[src/rtl/yaz0_pkg.sv]
// Shared types and constants for the Yaz0 stream decompressor.
// No dependencies; used by the controller, the datapath and the top level.
package yaz0_pkg;

  // Input command codes.
  localparam logic CMD_DATA    = 1'b0;
  localparam logic CMD_RESTART = 1'b1;

  // Status codes carried with every result beat.
  localparam logic [2:0] ST_RUNNING   = 3'd0;
  localparam logic [2:0] ST_DONE      = 3'd1;
  localparam logic [2:0] ST_BAD_MAGIC = 3'd2;
  localparam logic [2:0] ST_HDR_CUT   = 3'd3;
  localparam logic [2:0] ST_OVERRUN   = 3'd4;
  localparam logic [2:0] ST_TRAILING  = 3'd5;

  // History window and stream format constants.
  localparam int unsigned HIST_DEPTH = 4096;
  localparam int unsigned HIST_AW    = 12;
  localparam logic [4:0]  HEADER_LEN = 5'd16;
  localparam logic [5:0]  TRAIL_MAX  = 6'd63;
  localparam logic [5:0]  TRAIL_LIM  = 6'h20;
  localparam logic [8:0]  LONG_BIAS  = 9'h12;
  localparam logic [31:0] SIZE_SAT   = 32'h7FFF_FFFF;

  // Commands from the controller to the datapath.
  typedef struct packed {
    logic accept;     // take the input beat and decode it
    logic cp_rd;      // issue a history read for the next copied byte
    logic cp_wr;      // write the copied byte and pack it
    logic emit;       // move the pack register to the output register
    logic emit_last;  // the emitted beat closes the current item
  } dp_cmd_t;

  // Status from the datapath to the controller.
  typedef struct packed {
    logic will_copy;  // the offered input starts a back-reference copy
    logic pack_full;  // all output lanes hold bytes
    logic copy_last;  // the byte being written ends the copy
    logic out_free;   // the output register can take a beat
  } dp_stat_t;

  // Magic bytes "Yaz0", indexed from the first header byte.
  function automatic logic [7:0] magic_byte(input logic [1:0] idx);
    logic [7:0] m;
    case (idx)
      2'd0:    m = 8'h59;
      2'd1:    m = 8'h61;
      2'd2:    m = 8'h7A;
      default: m = 8'h30;
    endcase
    return m;
  endfunction

endpackage

[src/rtl/yaz0_ctrl.sv]
// Controller state machine for the Yaz0 decompressor.
// Depends on yaz0_pkg; drives the datapath command struct and the input stall.
module yaz0_ctrl (
  input  logic               clk,
  input  logic               rst,
  input  logic               in_valid,
  output logic               in_stall,
  input  yaz0_pkg::dp_stat_t stat,
  output yaz0_pkg::dp_cmd_t  cmd
);
  import yaz0_pkg::*;

  localparam logic [1:0] S_IDLE  = 2'd0;
  localparam logic [1:0] S_RD    = 2'd1;
  localparam logic [1:0] S_WR    = 2'd2;
  localparam logic [1:0] S_FLUSH = 2'd3;

  logic [1:0] state;
  logic [1:0] state_next;

  // Next state and commands.
  always_comb begin
    state_next = state;
    cmd        = '0;
    in_stall   = 1'b1;
    case (state)
      S_IDLE: begin
        in_stall = 1'b0;
        if (in_valid) begin
          cmd.accept = 1'b1;
          state_next = stat.will_copy ? S_RD : S_FLUSH;
        end
      end
      S_RD: begin
        // A full pack goes out before the next byte is read.
        if (stat.pack_full) begin
          if (stat.out_free) begin
            cmd.emit = 1'b1;
          end
        end else begin
          cmd.cp_rd  = 1'b1;
          state_next = S_WR;
        end
      end
      S_WR: begin
        cmd.cp_wr  = 1'b1;
        state_next = stat.copy_last ? S_FLUSH : S_RD;
      end
      S_FLUSH: begin
        if (stat.out_free) begin
          cmd.emit      = 1'b1;
          cmd.emit_last = 1'b1;
          state_next    = S_IDLE;
        end
      end
      default: state_next = S_IDLE;
    endcase
  end

  // State register.
  always_ff @(posedge clk) begin
    if (rst) begin
      state <= S_IDLE;
    end else begin
      state <= state_next;
    end
  end

endmodule

[config.mk]
export PLATFORM = sky130hd
export DESIGN_NAME = yaz0_ctrl
export DESIGN_NICKNAME = d
export VERILOG_FILES = /design/src/rtl/yaz0_pkg.sv /design/src/rtl/yaz0_ctrl.sv
export SDC_FILE = /design/constraint.sdc
export NUM_CORES = 1
export LEC_CHECK = 0
export BUFFER_PORTS_ARGS = -buffer_cell sky130_fd_sc_hd__buf_2
export CORE_AREA = 2 2 39 41
export DETAILED_ROUTE_END_ITERATION = 8
export DIE_AREA = 0 0 41 43
export PLACE_DENSITY = 0.33
export SYNTH_ARGS = -nofsm -noshare
export SYNTH_HDL_FRONTEND = slang
export SYNTH_SLANG_ARGS = --single-unit
[constraint.sdc]
create_clock -name clk -period 2.1 [get_ports clk]
set_input_delay 0.42 -clock clk [delete_from_list [all_inputs] [get_ports clk]]
set_output_delay 0.42 -clock clk [all_outputs]
set_load 0.02 [all_outputs]
==> results of run 1 <==
[through the flow]
stage | setup WS, ns | cells | area, um2 | hold slack (ns)
6_report | 0.5076 | 50 | 244.0 | 0.3800
5_1_grt | 0.3743 | 50 | 244.0 | 0.3667
4_1_cts | 0.4922 | 50 | 244.0 | 0.3728
3_5_place_dp | 0.6921 | 47 | 221.5 | 0.5776
3_3_place_gp | 0.7126 | 47 | 221.5 | 0.5899
2_1_floorplan | 0.6473 | 19 | 141.4 | 0.4846
[worst paths after layout]
| check | depth (start not counted) | startpoint | endpoint | slack (ns) |
|---|---|---|---|---|
| worst max register to register | 3 | state[0]$_SDFFE_PP0P_ | state[1]$_SDFFE_PP0P_ | 1.06 |
| worst max-delay path | 3 | state[0]$_SDFFE_PP0P_ | cmd[4] | 0.51 |
| worst min-delay path | 2 | rst | state[0]$_SDFFE_PP0P_ | 0.38 |
| worst min register to register | 1 | state[1]$_SDFFE_PP0P_ | state[1]$_SDFFE_PP0P_ | 0.58 |
[cell usage after synthesis]
cell / number
and3_2: 1
nand2_1: 1
inv_1: 2
a211oi_1: 1
a21o_1: 1
o21ai_0: 1
and2b_2: 1
or2_2: 1
a211oi_2: 1
dfxtp_1: 2
a221oi_1: 1
and2_2: 1
nor2_1: 5
[layer usage]
| layer | global-route usage, % | up-vias |
|---|---|---|
| li1 | - | 96 |
| met1 | 4.153 | 71 |
| met2 | 8.125 | 8 |
| met3 | 4.712 | 0 |
| met4 | 8.000 | 0 |
| met5 | 0 | - |
[layout make-up]
| class | count | area share, % |
|---|---|---|
| inverters | 2 | 3.077 |
| flip-flops and latches | 2 | 16.41 |
| clock buffers | 3 | 9.231 |
| multi-input cells | 15 | 38.46 |
| repair buffers | 12 | 24.62 |
| well taps | 16 | 8.205 |
[worst reg2reg max path: cells and delay by family, from the launching register on]
kind | cells | cell delay [ns]
and+or+nand+nor | 1 | 0.08
AOI/OAI and AO/OA | 2 | 0.38
DFF | 1 | 0.44
[cells by family (layout without fill, tap and decap cells)]
family	count (synthesis)	in the layout
flip-flops	2	2
AO/OA/AOI/OAI	5	5
AND/OR/NAND/NOR	10	10
buffers and inverters	2	17
[power groups by stage]
| stage | registers [mW] | logic [mW] | clock network [mW] |
|---|---|---|---|
| after floorplan | 0.0492 | 0.0375 | 0 |
| after global placement | 0.0522 | 0.0570 | 0 |
| after detailed placement | 0.0519 | 0.0565 | 0 |
| after CTS | 0.0513 | 0.0568 | 0.0897 |
| after global routing | 0.0526 | 0.0622 | 0.0938 |
| final | 0.0512 | 0.0560 | 0.0833 |
==> results.toml, run 1 <==
[status]
outcome = "complete, no violations"

[drt]
ant_nets = 0
wire_per_inst_um = 8.320
route.detailed.drc = 0
first_pass_iters = 1
wl_met2_um = 197
detailedRoute.firstIterationViolations = 0
drt-met1-wl_um = 184
dr_total_vias = 175
dr_wl_met3_um = 35
maxUsedRoutingLayer = "met3"
finalWirelength_um = 416
viasPerCell = 3.500

[timing]
max_slew_margin_pct = 82.13
hold_viol_final = 0
finClkSkew_ns = 0.001523
fin_crit_sh_pct = 75.83
fmax_ghz = 0.6280
final.min_clock_period_ns = 1.592
rsz0062_at_grt = "false"
setup_tns_ns = 0
tightest_slew_ns = 0.2680
slew_violations = 0
setup_violations = 0

[pwr]
power_density_nw_per_um2 = 781.2
p_leak_nw = 0.1382
vdd.ir_drop.worst_mv = 0.1340
pwr-share-clk_pct = 43.7
p_comb_share_pct = 29.4
switching_share_pct = 31.43
total_power_mw = 0.1906
p_seq_share_pct = 26.9
p_sw_mw = 0.05990
power.internal_mw = 0.1307

[synthesis]
synth_top_area_share_pct = 28.32
synth_top_family_by_area = "simple AND/OR/NAND/NOR gates"
avgSynthCellArea_um2 = 7.441
synth_cells = 19
synthAdderAreaFrac_pct = 0
yosysWarnings = 0
yosysTopAreaCell = "dfxtp_1"
synth_seq_cells = 2
synth-compound-area-share_pct = 29.20
yosysSeqAreaShare_pct = 28.32
synth_area_leaders = "dfxtp_1, nor2_1, a211oi_2"
mappedNetlistArea_um2 = 141.4
synthSimpleGateAreaFrac_pct = 37.17
yosys-mux-area-fraction_pct = 0
synthDistinctLibCells = 13
synth_nets = 26
synthXorXnorAreaFrac_pct = 0

[die]
rows = 14
core_area_um2 = 1384
die_h_um = 43
start_util_pct = 10.22
pin_count = 13
die_area_um2 = 1763
die_w_um = 41

[final_layout]
antennaDiodeCount = 0
largest_reg_flops = 2
nets = 43
multi_input_area_um2 = 93.84
top_register = "state"
fillers = 164
final_common_cell = "buf_2"
final_cell_mix = "buf_2, nor2_1, clkbuf_4"
area_growth_pct = 72.57
top_regs = "state: 2 flops"
register_area_um2 = 40.04
postLayoutCoreUtil_pct = 17.63
layout-drive-gt1-share_pct = 58.82

[setup_path]
path_class = "reg -> out"
cpMaxStageDelayCell = "dfxtp_1"
crit_path_max_fanout = 9
cpPeakStageDelay_ns = 0.37
start_kind = "flop"
critPathTopFamily = "simple AND/OR/NAND/NOR gates"
crit_path_end_kind = "primary output"
required_ns = 1.68
arrival_ns = 1.17
path_cells = "or2_2 > nor2_1 > buf_2"
path_buf_inv = 1

[clock_tree]
cts_root_buf = "clkbuf_4"
clock_latency_ns = 0.22
clockBufferDepth = 2
cts_tree = "built"
ctsHtreeMaxLevel = 1
cts_resized = 0
cts_buffers = 3
clock_sinks = 2
cts_setup_buffers = 0
cts.hold.buffers_added = 0
clk_pin_slew_ns = 0.03

[global_routing]
grt_max_degree = 10
grt_overflow = 0
grt_pass1_vias = 171
grt_usage_pct = 6.012
grt_antenna_before_repair = 0
grt_first_pass_wirelength_um = 621

[placed_design]
place.gp.congestion = 0.5170
portBuffers = 12
dpl.hpwl_um = 308.1

[job]
cap_violations = 0

[hold_path]
hold_class = "in -> reg"
No activity file was read; power rests on OpenSTA's default activity.
==> inputs of run 2 (changes only) <==
- clock period: 2.1 -> 1.5 ns (I/O delays scaled with it)
==> run 2 against run 1 <==
  * Die area stayed put
  * Global-route usage stayed put
  * Wire length is 0.48% higher
  * Via count increased by 2.3%
  * Sequential power rose by 43%
  * Combinational power up 46%
  * Clock skew is 0.00067 ns lower
  * Largest power group unchanged
  * Setup slack worse by 0.42 ns
  * Cell count did not move
  * Register-to-register slack lost 0.54 ns
  * Sequential cell count is the same
  * Critical path depth did not move
==> results.toml, run 2 (synthesis gave the netlist of run 1 again) <==
[status]
outcome = "complete, no violations"

[drt]
dr_total_vias = 179
finalWirelength_um = 418
detailedRoute.firstIterationViolations = 2
wire_per_inst_um = 8.360
first_pass_iters = 3
ant_nets = 0
route.detailed.drc = 0
viasPerCell = 3.580

[timing]
max_slew_margin_pct = 81.97
rsz0062_at_grt = "false"
setup_tns_ns = 0
fin_crit_sh_pct = 94.28
tightest_slew_ns = 0.2705
hold_viol_final = 0
finClkSkew_ns = 0.0008511
final.min_clock_period_ns = 1.414
slew_violations = 0
fmax_ghz = 0.7071
setup_violations = 0

[clock_tree]
clock_sinks = 2
cts_tree = "built"
clock_latency_ns = 0.22
cts.hold.buffers_added = 0
clockBufferDepth = 2
cts_buffers = 3
ctsHtreeMaxLevel = 1
clk_pin_slew_ns = 0.03
cts_root_buf = "clkbuf_4"

[placed_design]
dp_cells = 47
portBuffers = 12
place.gp.congestion = 0.5395
dpl.hpwl_um = 317

[setup_path]
arrival_ns = 1.11
start_kind = "flop"
required_ns = 1.20
path_class = "reg -> out"
crit_path_max_fanout = 9
crit_path_end_kind = "primary output"

[pwr]
vdd.ir_drop.worst_mv = 0.1824
p_leak_nw = 0.1391
power_density_nw_per_um2 = 1079

[final_layout]
final_common_cell = "buf_2"
top_register = "state"
fillers = 168
top_regs = "state: 2 flops"
final_cell_mix = "buf_2, nor2_1, clkbuf_4"
area_growth_pct = 77.88
nets = 43
antennaDiodeCount = 0
layout-drive-gt1-share_pct = 67.65
largest_reg_flops = 2
fin_cells = 50

[die]
die_w_um = 41
die_area_um2 = 1763
pin_count = 13
core_area_um2 = 1384
rows = 14
start_util_pct = 10.22
die_h_um = 43

[global_routing]
grt_pass1_vias = 157
grt_antenna_before_repair = 0
grt_usage_pct = 6.012
grt_overflow = 0
grt_first_pass_wirelength_um = 600
grt_max_degree = 10

[job]
cap_violations = 0

[hold_path]
hold_class = "in -> reg"
-- run 2: worst max-delay path: stages, from the launching register on --
cell and delay, ns:
dfxtp_2 0.34, or2_2 0.33, nor2_2 0.08, buf_4 0.14
-- run 2: what timing repair did --
action | in CTS | in global routing
setup endpoints to repair | 0 | 1
setup buffers | 0 | 0
resized for setup | 0 | 4
-- run 2: worst paths after layout --
path,slack [ns],end,cells after the start,start
max reg2reg,0.52,state[0]$_SDFFE_PP0P_,3,state[0]$_SDFFE_PP0P_
min reg2reg,0.49,state[1]$_SDFFE_PP0P_,1,state[1]$_SDFFE_PP0P_
min,0.25,state[0]$_SDFFE_PP0P_,2,rst
max,0.09,cmd[4],3,state[0]$_SDFFE_PP0P_
-- run 2: through the flow --
stage / hold WS (ns) / worst slack, ns / instance area (um2) / util, % / total power [mW]
2_1_floorplan: 0.3646 / 0.1673 / 141.4 / - / 0.1215
3_3_place_gp: 0.4914 / 0.2679 / 221.5 / 16.00 / 0.1531
3_5_place_dp: 0.4846 / 0.2571 / 221.5 / 16.00 / 0.1515
4_1_cts: 0.2484 / 0.01288 / 244.0 / 17.63 / 0.2764
5_1_grt: 0.2366 / 0.006875 / 251.5 / 18.17 / 0.2978
6_report: 0.2502 / 0.08573 / 251.5 / 18.17 / 0.2713
-- run 2: metal layers --
layer  part of all wire [%]  GRT usage, %  vias up  routed length (um)
met2                     49         7.500        8                 204
met1                     40         4.792       75                 168
li1                       -             -       96                   -
met4                      0         8.000        0                   0
met3                     11         4.712        0                  46
met5                      0             0        -                   0
-- run 2: area by class of cell --
class                   count  area [um2]  share of cell area (%)
multi-input cells          15       96.34                   38.31
inverters                   2       7.507                   2.985
flip-flops and latches      2       42.54                   16.92
well taps                  16       20.02                   7.960
repair buffers             12       62.56                   24.88
clock buffers               3       22.52                   8.955
-- run 2: report_power, final --
| group | switching (mW) | leakage, nW | internal [mW] | total [mW] |
|---|---|---|---|---|
| logic | 0.0448 | 0.108 | 0.0370 | 0.0818 |
| clock network | 0.0284 | 0.0138 | 0.0881 | 0.116 |
| registers | 0.0114 | 0.0172 | 0.0616 | 0.0730 |
| total | 0.0846 | 0.139 | 0.187 | 0.271 |
